<file path="src/rtl/rid_pkg.sv">
// Package for the radix integer to digits unit.
// Holds widths, radix bounds, the controller state type and the digit character map.
// No dependencies.
package rid_pkg;

  localparam int IN_VALUE_W  = 64;
  localparam int RADIX_W     = 6;
  localparam int CHAR_W      = 7;
  localparam int DIGIT_W     = 6;

  localparam int VALUE_WIDTH = 64;
  localparam int CNT_W       = $clog2(VALUE_WIDTH);
  localparam int DEPTH       = VALUE_WIDTH;
  localparam int ADDR_W      = $clog2(DEPTH);
  localparam int SP_W        = $clog2(DEPTH + 1);

  localparam logic [RADIX_W-1:0] MIN_RADIX = RADIX_W'(2);
  localparam logic [RADIX_W-1:0] MAX_RADIX = RADIX_W'(36);

  localparam logic [CHAR_W-1:0] CHAR_ZERO   = CHAR_W'(48);
  localparam logic [CHAR_W-1:0] CHAR_LOWER_A = CHAR_W'(97);
  localparam logic [DIGIT_W-1:0] DECIMAL_TOP = DIGIT_W'(10);

  typedef enum logic [1:0] {
    S_IDLE,
    S_DIV,
    S_READ,
    S_SHOW
  } ctrl_state_t;

  typedef struct packed {
    logic busy;
    logic done;
  } div_stat_t;

  function automatic logic [RADIX_W-1:0] clamp_radix(input logic [RADIX_W-1:0] r);
    logic [RADIX_W-1:0] res;
    if (r < MIN_RADIX) begin
      res = MIN_RADIX;
    end else if (r > MAX_RADIX) begin
      res = MAX_RADIX;
    end else begin
      res = r;
    end
    return res;
  endfunction

  function automatic logic [CHAR_W-1:0] digit_char(input logic [DIGIT_W-1:0] d);
    logic [CHAR_W-1:0] res;
    if (d < DECIMAL_TOP) begin
      res = CHAR_ZERO + CHAR_W'(d);
    end else begin
      res = CHAR_LOWER_A + CHAR_W'(d - DECIMAL_TOP);
    end
    return res;
  endfunction

endpackage

</file>
<file path="src/rtl/rid_in_if.sv">
// Input channel of the radix integer to digits unit: value and radix.
// Depends on rid_pkg.
interface rid_in_if;
  logic                         valid;
  logic                         ready;
  logic [rid_pkg::IN_VALUE_W-1:0] value;
  logic [rid_pkg::RADIX_W-1:0]  radix;

  modport source (output valid, output value, output radix, input ready);
  modport sink   (input valid, input value, input radix, output ready);
endinterface

</file>
<file path="src/rtl/rid_out_if.sv">
// Result channel of the radix integer to digits unit: one digit character per transfer.
// Depends on rid_pkg.
interface rid_out_if;
  logic                      valid;
  logic                      ready;
  logic [rid_pkg::CHAR_W-1:0] digit_char;
  logic                      last_digit;

  modport source (output valid, output digit_char, output last_digit, input ready);
  modport sink   (input valid, input digit_char, input last_digit, output ready);
endinterface

</file>
<file path="src/rtl/radix_integer_to_digits_unit.sv">
// Top level of the radix integer to digits unit: controller, divider and digit stack.
// Depends on rid_pkg, rid_in_if, rid_out_if, rid_divider and rid_digit_stack.
//
// Usage: in_ch carries a value (low VALUE_WIDTH bits used, read as unsigned) and a
// radix; a radix below 2 is taken as 2, above 36 as 36. out_ch returns the digits
// as lowercase ASCII, most significant first, without leading zeros; a zero value
// gives the single digit '0'. last_digit marks the final transfer of a run.
// The block takes one item at a time: in_ch.ready is high only while idle.
// Each digit comes from the bit-serial divider, which shifts one quotient bit per
// cycle and restarts on the quotient until it is zero; the first result appears
// after the last division and a stack read.
// Emission then handles each digit as a stack read, then a transfer.
// A stalled receiver holds the current digit on out_ch until it is taken; the
// block waits and loses nothing. Reset empties the stack and returns to idle;
// no clearing pass is needed.
module radix_integer_to_digits_unit (
  input  logic     clk,
  input  logic     rst_n,
  rid_in_if.sink   in_ch,
  rid_out_if.source out_ch
);

  rid_pkg::ctrl_state_t state_r, state_nxt;

  logic [rid_pkg::RADIX_W-1:0]     radix_r, radix_nxt;
  logic                            in_xfer;
  logic                            out_xfer;
  logic                            div_start;
  logic [rid_pkg::VALUE_WIDTH-1:0] dividend;
  rid_pkg::div_stat_t              div_stat;
  logic [rid_pkg::VALUE_WIDTH-1:0] quotient;
  logic [rid_pkg::DIGIT_W-1:0]     remainder;
  logic                            quot_zero;
  logic                            push;
  logic                            pop;
  logic [rid_pkg::DIGIT_W-1:0]     pop_digit;
  logic                            empty;

  assign in_xfer   = in_ch.valid && in_ch.ready;
  assign out_xfer  = out_ch.valid && out_ch.ready;
  assign quot_zero = (quotient == '0);

  always_comb begin
    state_nxt = state_r;
    unique case (state_r)
      rid_pkg::S_IDLE: begin
        if (in_xfer) state_nxt = rid_pkg::S_DIV;
      end
      rid_pkg::S_DIV: begin
        if (div_stat.done && quot_zero) state_nxt = rid_pkg::S_READ;
      end
      rid_pkg::S_READ: begin
        state_nxt = rid_pkg::S_SHOW;
      end
      rid_pkg::S_SHOW: begin
        if (out_xfer) state_nxt = empty ? rid_pkg::S_IDLE : rid_pkg::S_READ;
      end
      default: state_nxt = rid_pkg::S_IDLE;
    endcase
  end

  always_comb begin
    in_ch.ready  = 1'b0;
    out_ch.valid = 1'b0;
    div_start    = 1'b0;
    dividend     = quotient;
    push         = 1'b0;
    pop          = 1'b0;
    radix_nxt    = radix_r;
    unique case (state_r)
      rid_pkg::S_IDLE: begin
        in_ch.ready = 1'b1;
        dividend    = in_ch.value[rid_pkg::VALUE_WIDTH-1:0];
        div_start   = in_xfer;
        if (in_xfer) radix_nxt = rid_pkg::clamp_radix(in_ch.radix);
      end
      rid_pkg::S_DIV: begin
        push      = div_stat.done;
        div_start = div_stat.done && !quot_zero;
      end
      rid_pkg::S_READ: begin
        pop = 1'b1;
      end
      rid_pkg::S_SHOW: begin
        out_ch.valid = 1'b1;
      end
      default: begin
        in_ch.ready = 1'b0;
      end
    endcase
  end

  always_ff @(posedge clk) begin
    if (!rst_n) begin
      state_r <= rid_pkg::S_IDLE;
    end else begin
      state_r <= state_nxt;
    end
  end

  always_ff @(posedge clk) begin
    radix_r <= radix_nxt;
  end

  assign out_ch.digit_char = rid_pkg::digit_char(pop_digit);
  assign out_ch.last_digit = empty;

  rid_divider u_divider (
    .clk       (clk),
    .rst_n     (rst_n),
    .start     (div_start),
    .dividend  (dividend),
    .radix     (radix_r),
    .stat      (div_stat),
    .quotient  (quotient),
    .remainder (remainder)
  );

  rid_digit_stack u_stack (
    .clk        (clk),
    .rst_n      (rst_n),
    .push       (push),
    .push_digit (remainder),
    .pop        (pop),
    .pop_digit  (pop_digit),
    .empty      (empty)
  );

  a_start_div: assert property (@(posedge clk) disable iff (!rst_n)
    in_xfer |=> (state_r == rid_pkg::S_DIV) && div_stat.busy)
    else $error("divider not started after input transfer");

  a_next_digit: assert property (@(posedge clk) disable iff (!rst_n)
    ((state_r == rid_pkg::S_DIV) && div_stat.done && !quot_zero) |=> div_stat.busy)
    else $error("divider not restarted on non-zero quotient");

  a_rem_below_radix: assert property (@(posedge clk) disable iff (!rst_n)
    div_stat.done |-> (remainder < radix_r))
    else $error("remainder not below radix");

  a_last_ends_run: assert property (@(posedge clk) disable iff (!rst_n)
    (out_xfer && out_ch.last_digit) |=> (state_r == rid_pkg::S_IDLE))
    else $error("run not ended after last digit");

endmodule

</file>
<file path="src/rtl/rid_divider.sv">
// Bit-serial restoring divider: one quotient bit per cycle, remainder below the radix.
// Depends on rid_pkg.
module rid_divider (
  input  logic                               clk,
  input  logic                               rst_n,
  input  logic                               start,
  input  logic [rid_pkg::VALUE_WIDTH-1:0]    dividend,
  input  logic [rid_pkg::RADIX_W-1:0]        radix,
  output rid_pkg::div_stat_t                 stat,
  output logic [rid_pkg::VALUE_WIDTH-1:0]    quotient,
  output logic [rid_pkg::DIGIT_W-1:0]        remainder
);

  localparam int W = rid_pkg::VALUE_WIDTH;

  logic [W-1:0]                q_r, q_nxt;
  logic [rid_pkg::DIGIT_W-1:0] rem_r, rem_nxt;
  logic [rid_pkg::CNT_W-1:0]   cnt_r, cnt_nxt;
  logic                        busy_r, busy_nxt;
  logic                        done_r, done_nxt;
  logic [rid_pkg::DIGIT_W:0]   trial;
  logic [rid_pkg::DIGIT_W:0]   diff;
  logic                        ge;

  assign trial = {rem_r, q_r[W-1]};
  assign diff  = trial - {1'b0, radix};
  assign ge    = trial >= {1'b0, radix};

  always_comb begin
    q_nxt    = q_r;
    rem_nxt  = rem_r;
    cnt_nxt  = cnt_r;
    busy_nxt = busy_r;
    done_nxt = 1'b0;
    if (start) begin
      q_nxt    = dividend;
      rem_nxt  = '0;
      cnt_nxt  = '0;
      busy_nxt = 1'b1;
    end else if (busy_r) begin
      q_nxt   = {q_r[W-2:0], ge};
      rem_nxt = ge ? diff[rid_pkg::DIGIT_W-1:0] : trial[rid_pkg::DIGIT_W-1:0];
      if (cnt_r == rid_pkg::CNT_W'(W - 1)) begin
        busy_nxt = 1'b0;
        done_nxt = 1'b1;
      end else begin
        cnt_nxt = cnt_r + 1'b1;
      end
    end
  end

  always_ff @(posedge clk) begin
    if (!rst_n) begin
      busy_r <= 1'b0;
      done_r <= 1'b0;
      cnt_r  <= '0;
    end else begin
      busy_r <= busy_nxt;
      done_r <= done_nxt;
      cnt_r  <= cnt_nxt;
    end
  end

  always_ff @(posedge clk) begin
    q_r   <= q_nxt;
    rem_r <= rem_nxt;
  end

  assign stat.busy = busy_r;
  assign stat.done = done_r;
  assign quotient  = q_r;
  assign remainder = rem_r;

endmodule

</file>
<file path="src/rtl/rid_digit_stack.sv">
// Digit stack: pushes remainders least significant first, pops them most significant first.
// Memory with registered read data. Depends on rid_pkg.
module rid_digit_stack (
  input  logic                        clk,
  input  logic                        rst_n,
  input  logic                        push,
  input  logic [rid_pkg::DIGIT_W-1:0] push_digit,
  input  logic                        pop,
  output logic [rid_pkg::DIGIT_W-1:0] pop_digit,
  output logic                        empty
);

  logic [rid_pkg::DIGIT_W-1:0] mem [rid_pkg::DEPTH];
  logic [rid_pkg::SP_W-1:0]    sp_r, sp_nxt;
  logic [rid_pkg::SP_W-1:0]    sp_m1;
  logic [rid_pkg::DIGIT_W-1:0] rd_r;

  assign sp_m1 = sp_r - 1'b1;

  always_comb begin
    sp_nxt = sp_r;
    if (push) begin
      sp_nxt = sp_r + 1'b1;
    end else if (pop) begin
      sp_nxt = sp_m1;
    end
  end

  always_ff @(posedge clk) begin
    if (!rst_n) begin
      sp_r <= '0;
    end else begin
      sp_r <= sp_nxt;
    end
  end

  always_ff @(posedge clk) begin
    if (push) begin
      mem[sp_r[rid_pkg::ADDR_W-1:0]] <= push_digit;
    end
    if (pop) begin
      rd_r <= mem[sp_m1[rid_pkg::ADDR_W-1:0]];
    end
  end

  assign pop_digit = rd_r;
  assign empty     = (sp_r == '0);

endmodule
</file>
<file path="src/flat_wrapper.sv">
// flat-port wrapper written by rule: the top's interface ports become plain ports
module radix_integer_to_digits_unit_flat 
  (clk, rst_n, in_ch_valid, in_ch_value, in_ch_radix, in_ch_ready, out_ch_valid, out_ch_digit_char, out_ch_last_digit, out_ch_ready);
  rid_in_if in_ch_i ();
  rid_out_if out_ch_i ();
  input  logic clk;
  input  logic rst_n;
  input wire logic [$bits(in_ch_i.valid)-1:0] in_ch_valid;
  input wire logic [$bits(in_ch_i.value)-1:0] in_ch_value;
  input wire logic [$bits(in_ch_i.radix)-1:0] in_ch_radix;
  output wire logic [$bits(in_ch_i.ready)-1:0] in_ch_ready;
  output wire logic [$bits(out_ch_i.valid)-1:0] out_ch_valid;
  output wire logic [$bits(out_ch_i.digit_char)-1:0] out_ch_digit_char;
  output wire logic [$bits(out_ch_i.last_digit)-1:0] out_ch_last_digit;
  input wire logic [$bits(out_ch_i.ready)-1:0] out_ch_ready;
  assign in_ch_i.valid = in_ch_valid;
  assign in_ch_i.value = in_ch_value;
  assign in_ch_i.radix = in_ch_radix;
  assign in_ch_ready = in_ch_i.ready;
  assign out_ch_valid = out_ch_i.valid;
  assign out_ch_digit_char = out_ch_i.digit_char;
  assign out_ch_last_digit = out_ch_i.last_digit;
  assign out_ch_i.ready = out_ch_ready;
  radix_integer_to_digits_unit u_core (.clk(clk), .rst_n(rst_n), .in_ch(in_ch_i), .out_ch(out_ch_i));
endmodule
</file>
<file path="config.mk">
export PLATFORM = sky130hd
export DESIGN_NAME = radix_integer_to_digits_unit_flat
export DESIGN_NICKNAME = d
export VERILOG_FILES = /design/src/rtl/rid_pkg.sv /design/src/rtl/rid_in_if.sv /design/src/rtl/rid_out_if.sv /design/src/rtl/radix_integer_to_digits_unit.sv /design/src/rtl/rid_divider.sv /design/src/rtl/rid_digit_stack.sv /design/src/flat_wrapper.sv
export SDC_FILE = /design/constraint.sdc
export NUM_CORES = 1
export LEC_CHECK = 0
export BUFFER_PORTS_ARGS = -buffer_cell sky130_fd_sc_hd__buf_4
export CAP_MARGIN = 10
export CORE_UTILIZATION = 45
export CTS_BUF_LIST = sky130_fd_sc_hd__clkbuf_8 sky130_fd_sc_hd__clkbuf_16
export CTS_CLUSTER_SIZE = 12
export DETAILED_ROUTE_END_ITERATION = 10
export PLACE_DENSITY = 0.68
export SYNTH_ARGS = -nofsm -noshare
export SYNTH_HDL_FRONTEND = slang
export SYNTH_HIERARCHICAL = 1
export SYNTH_SLANG_ARGS = --single-unit
</file>
<file path="constraint.sdc">
create_clock -name clk -period 3.8 [get_ports clk]
set_input_delay 0.19 -clock clk [delete_from_list [all_inputs] [get_ports clk]]
set_output_delay 0.19 -clock clk [all_outputs]
set_load 0.02 [all_outputs]
</file>
**Yosys cells after proc, flatten, opt, wreduce, memory -nomap -nowiden**

Memory sizes are Yosys's and may differ from the RTL's. A register that Yosys moved wholly into a read port is not among the register bits.
Index checks and enable logic that the tools add are counted.

- Bits in writable memories: 384
- Output and inout bits: 10
- Word-level logic and storage cells: 73
- Register bits: 93
- Memories: 1

Memories:

| memory | depth | width | read ports | clocked after memory_dff | write ports | line | source |
|---|---|---|---|---|---|---|---|
| u_core.u_stack.mem | 64 | 6 | 1 | 1 | 1 | rid_digit_stack.sv:13 | `logic [rid_pkg::DIGIT_W-1:0] mem [rid_pkg::DEPTH];` |

- Muxes and demuxes: 24
- Add/subtract/negate cells: 7
- Magnitude comparators: 4
- Equal/unequal tests: 8
- Reductions and logical operators: 17
- Bitwise logic cells: 3

Operators by type and width:

| operator | number |
|---|---|
| 64-bit two-way mux | 3 |
| 64-bit zero test | 1 |
| 7-bit two-way mux | 3 |
| 6-bit two-way mux | 2 |
| 1-bit two-way mux | 10 |
| 2-bit two-way mux | 4 |
| 2-bit case mux with 4 select lines | 1 |
| 6-bit by 6-bit adder with 7-bit output (first input constant) | 1 |
| 7-bit by 1-bit adder with 7-bit output (second input constant) | 1 |
| 7-bit adder (first input constant) | 1 |
| 7-bit by 6-bit greater-or-equal comparator with 1-bit output | 1 |
| 7-bit zero test | 1 |
| 6-bit by 4-bit subtractor with 7-bit output (second input constant) | 1 |
| 7-bit by 1-bit subtractor with 7-bit output (second input constant) | 1 |
| 6-bit by 1-bit adder with 6-bit output (second input constant) | 1 |
| 6-bit == test (second input constant) | 1 |
| 6-bit > comparator (second input constant) | 1 |
| 6-bit by 2-bit less-than comparator with 1-bit output (second input constant) | 1 |
| 6-bit by 4-bit less-than comparator with 1-bit output (second input constant) | 1 |
| 2-bit by 1-bit inequality test with 1-bit output (second input constant) | 3 |
| 2-bit AND reduction | 3 |
| 6-bit subtractor | 1 |
| 2-bit == test (second input constant) | 2 |
| 1-bit logical AND | 4 |
| other kinds (10) | 14 |

**Depth between registers and ports, before layout**

- Depth in word-level cells: 6
- Depth in mapped cells: 13
- Gate-level depth less buffers: 8

**By module**

The synthesis kept the hierarchy.

By module, submodules not included:

| module | cells each | seq. area each (um2) | times used | area each (um2) |
|---|---|---|---|---|
| rid_digit_stack | 845 | 11851.4 | 1 | 15832.7 |
| rid_divider | 250 | 2202.1 | 1 | 3613.5 |
| radix_integer_to_digits_unit | 154 | 220.2 | 1 | 1462.7 |

**Least setup slack after synthesis**

OpenSTA, ideal clock, no wires.

- Path kind: reg-to-reg
- Start point: register u_core/u_stack/sp_r[0] (netlist name)
- End point: register u_core.u_stack.rd_r, in the netlist u_core/u_stack/pop_digit[2], read port of u_core.u_stack.mem, data pin
- Buffers on the path: 5
- Arrival time: 2.802 ns
- Stages on the path, launching flop included: 13
- Slack: 0.730 ns
- Required time: 3.532 ns
- Path through: dfxtp_1 > buf_2 > buf_6 > buf_2 > inv_2 > ha_1 > buf_4 > xor2_4 > buf_6 > mux4_2 > mux2_2 > o211ai_1 > o32ai_1

- Longest elaborated chain between the ends: 1

RTL lines:

| item | line | source |
|---|---|---|
| start, declared | rid_digit_stack.sv:14 | `logic [rid_pkg::SP_W-1:0] sp_r, sp_nxt;` |
| start signal, assigned | rid_digit_stack.sv:33 | `sp_r <= sp_nxt;` |
| 7-bit by 1-bit subtractor with 7-bit output | rid_digit_stack.sv:18 | `assign sp_m1 = sp_r - 1'b1;` |
| end, declared | rid_digit_stack.sv:16 | `logic [rid_pkg::DIGIT_W-1:0] rd_r;` |

No other way between the ends.
A chain may end at the register's enable or synchronous reset.

**Worst setup path in the final report**

- Start point: register u_core/u_stack/sp_r[1] (netlist name)
- End point: register u_core.u_stack.rd_r, in the netlist u_core/u_stack/pop_digit[1], read port of u_core.u_stack.mem, data pin

The elaborated chain is that of the path after synthesis.

==> impl_metrics.csv <==
group,metric,value,unit
status,status,"finished clean",
sta,setup_tns,0,ns
sta,whs,0.03160,ns
final_layout,fill_cells,3667,
drt,detail_route.iter0.violations,986,
final_layout,register_area,14290,um^2
pwr,power_density,481.4,nW/um^2
place,globalplace.congestion,0.8069,
place,dp_hpwl,27400,um
drt,finalWirelength,45060,um
drt,ant_nets,0,
clock_network,cts_tree,"built",
floorplan,ios,84,
floorplan,dieHeight,217.5,um
yosys,yosys_warnings,6,
grt,grt_pass1_vias,11722,
sta,setup_violations,0,
drt,drcViolationCount,0,
final_layout,syn_to_final_growth,15.06,%
grt,track_usage,0.1946,
clock_network,cts_setup_buffers,0,
drt,routed-via-count,11472,
floorplan,core,45580,um^2
clock_network,cts-buffers-inserted,51,
place,port_buffers,83,
critical_path,arrival,3.46,ns
min_path,hold_class,"input port to flop",
job,max_cap_viol_count,0,
clock_network,cts_max_level,2,
grt,grt_overflow,0,
sta,min_period,3.118,ns
final_layout,final_core_util,0.5277,
sta,skew,0.02286,ns
clock_network,clk_pin_slew,0.06,ns
critical_path,crit_required,4.14,ns
critical_path,start_kind,"flop",
sta,fmax,320.7,MHz
grt,grt_pass1_wl,69460,um
clock_network,worstSkewPairLatency,0.60,ns
sta,rsz0062_at_grt,"no",
final_layout,multi_input_area,6233,um^2
yosys,synth_area,20900,um^2
pwr,peakVddDrop,333.9,uV
drt,wl_per_cell,22.40,um
place,placed_cell_area,22230,um^2
final_layout,drive_above_1_share,0.3052,
clock_network,cts.sinks,483,
yosys,syn_inst,1248,
floorplan,initial_core_util,0.4586,
sta,final_max_slew_viol_count,0,
pwr,power.leakage,7.953,nW
grt,antenna_found_initial,0,
yosys,syn_avg_cell_area,16.75,um^2
floorplan,fp-row-count,78,
final_layout,diodes,0,
floorplan,die-area,47310,um^2
critical_path,cp_max_fo,49,
final_layout,final_cell_area,24050,um^2
grt,grt_start_max_net_pins,75,
clock_network,cts_buffer_depth,3,
critical_path,worstSetupPathType,"flop to flop",
drt,firstDrtPassIters,5,
clock_network,cts_root_buffer,"clkbuf_16",
sta,worst_slew_pin_slew,1.034,ns
critical_path,endpoint_kind,"flop",
sta,final.period_utilization,0.8206,
drt,vias_per_cell,5.702,
floorplan,fp.dieW,217.5,um
sta,final-hold-violation-count,0,
final_layout,final_nets,1466,
sta,max_slew_margin,0.3108,
yosys,synth_nets,1338,
-- cell type report --
type	count	area share
Multi-Input combinational cell	673	0.2592
Inverter	20	0.003122
Timing Repair Buffer	147	0.04963
Clock buffer	52	0.05364
Clock inverter	37	0.009209
Sequential cell	483	0.5940
Tap cell	600	0.03122
-- layout by cell type, fill, tap and decap left out, types with 6 or more instances in the layout --
master	count
o21ai_0	16
nand2_1	67
xnor2_1	13
mux4_2	96
clkinv_2	6
dlygate4sd3_1	31
nand2b_1	12
and2_1	14
buf_4	115
clkinv_1	14
o211ai_1	13
clkbuf_16	51
nor3_1	10
inv_1	31
nor2b_1	8
a21oi_1	12
nor4_1	17
edfxtp_1	460
o32ai_1	6
nand3_1	25
a211oi_1	10
o22ai_1	15
or3_1	7
dfxtp_1	16
mux2i_1	6
nor2_1	130
mux2_2	134
ha_1	14
dfxtp_2	6
nand4_1	6
-- report_power, final --
part	switching, mW	internal (mW)
sequential	0.0934	6.17
clock	2.01	2.52
combinational	0.456	0.333
-- repair_timing --
action	CTS	global route
resized for setup	0	0
hold buffers	31	0
hold endpoints to repair	36	0
-- metrics by stage --
stage | std cells | total power, mW | worst slack [ns]
final | 2012 | 11.58 | 0.6818
after global routing | 2012 | 11.97 | 0.5125
after global placement | 1892 | 7.112 | 0.7322
after detailed placement | 1892 | 7.148 | 0.7137
after floorplan | 1248 | 6.852 | 0.7304
after CTS | 2012 | 11.69 | 0.7153
-- critical path, stage by stage (launching register included) --
cell and delay, ns:
dfxtp_1 0.56, inv_1 0.19, ha_4 0.81, buf_4 0.33, mux4_2 0.30, and2_1 0.17, a211oi_1 0.34, o32ai_1 0.13
-- metal layers --
layer,vias up,part of all wire,global-route usage
met5,-,0,0
met4,0,0.022,0.06362
met3,63,0.075,0.04407
li1,5157,-,-
met2,377,0.48,0.3073
met1,5875,0.43,0.2671
-- flip-flops by register name, summed over array words and instances (netlist names) --
name and flops:
u_core/state_r 2, u_core/u_stack/sp_r 7, u_core/u_divider/done_r 1, u_core/u_divider/cnt_r 6, u_core/u_divider/quotient 64, u_core/u_divider/remainder 6, u_core/u_stack/pop_digit 6, u_core/u_divider/busy_r 1
u_core/radix_r 6, u_core/u_stack/mem 384
-- worst paths after layout --
path                                                             start                                       to  slack, ns  cells after the start
worst min register to register  u_core/u_divider/cnt_r[1]$_SDFFE_PP0P_   u_core/u_divider/cnt_r[1]$_SDFFE_PP0P_       0.50                      2
worst max register to register     u_core/u_stack/sp_r[1]$_SDFFE_PN0P_    u_core/u_stack/pop_digit[1]$_DFFE_PP_       0.68                      7
worst min-delay path                                   in_ch_value[35]  u_core/u_divider/quotient[35]$_DFFE_PP_       0.03                      3
worst max-delay path               u_core/u_stack/sp_r[1]$_SDFFE_PN0P_    u_core/u_stack/pop_digit[1]$_DFFE_PP_       0.68                      7
Power figures use the tool's default switching activity.
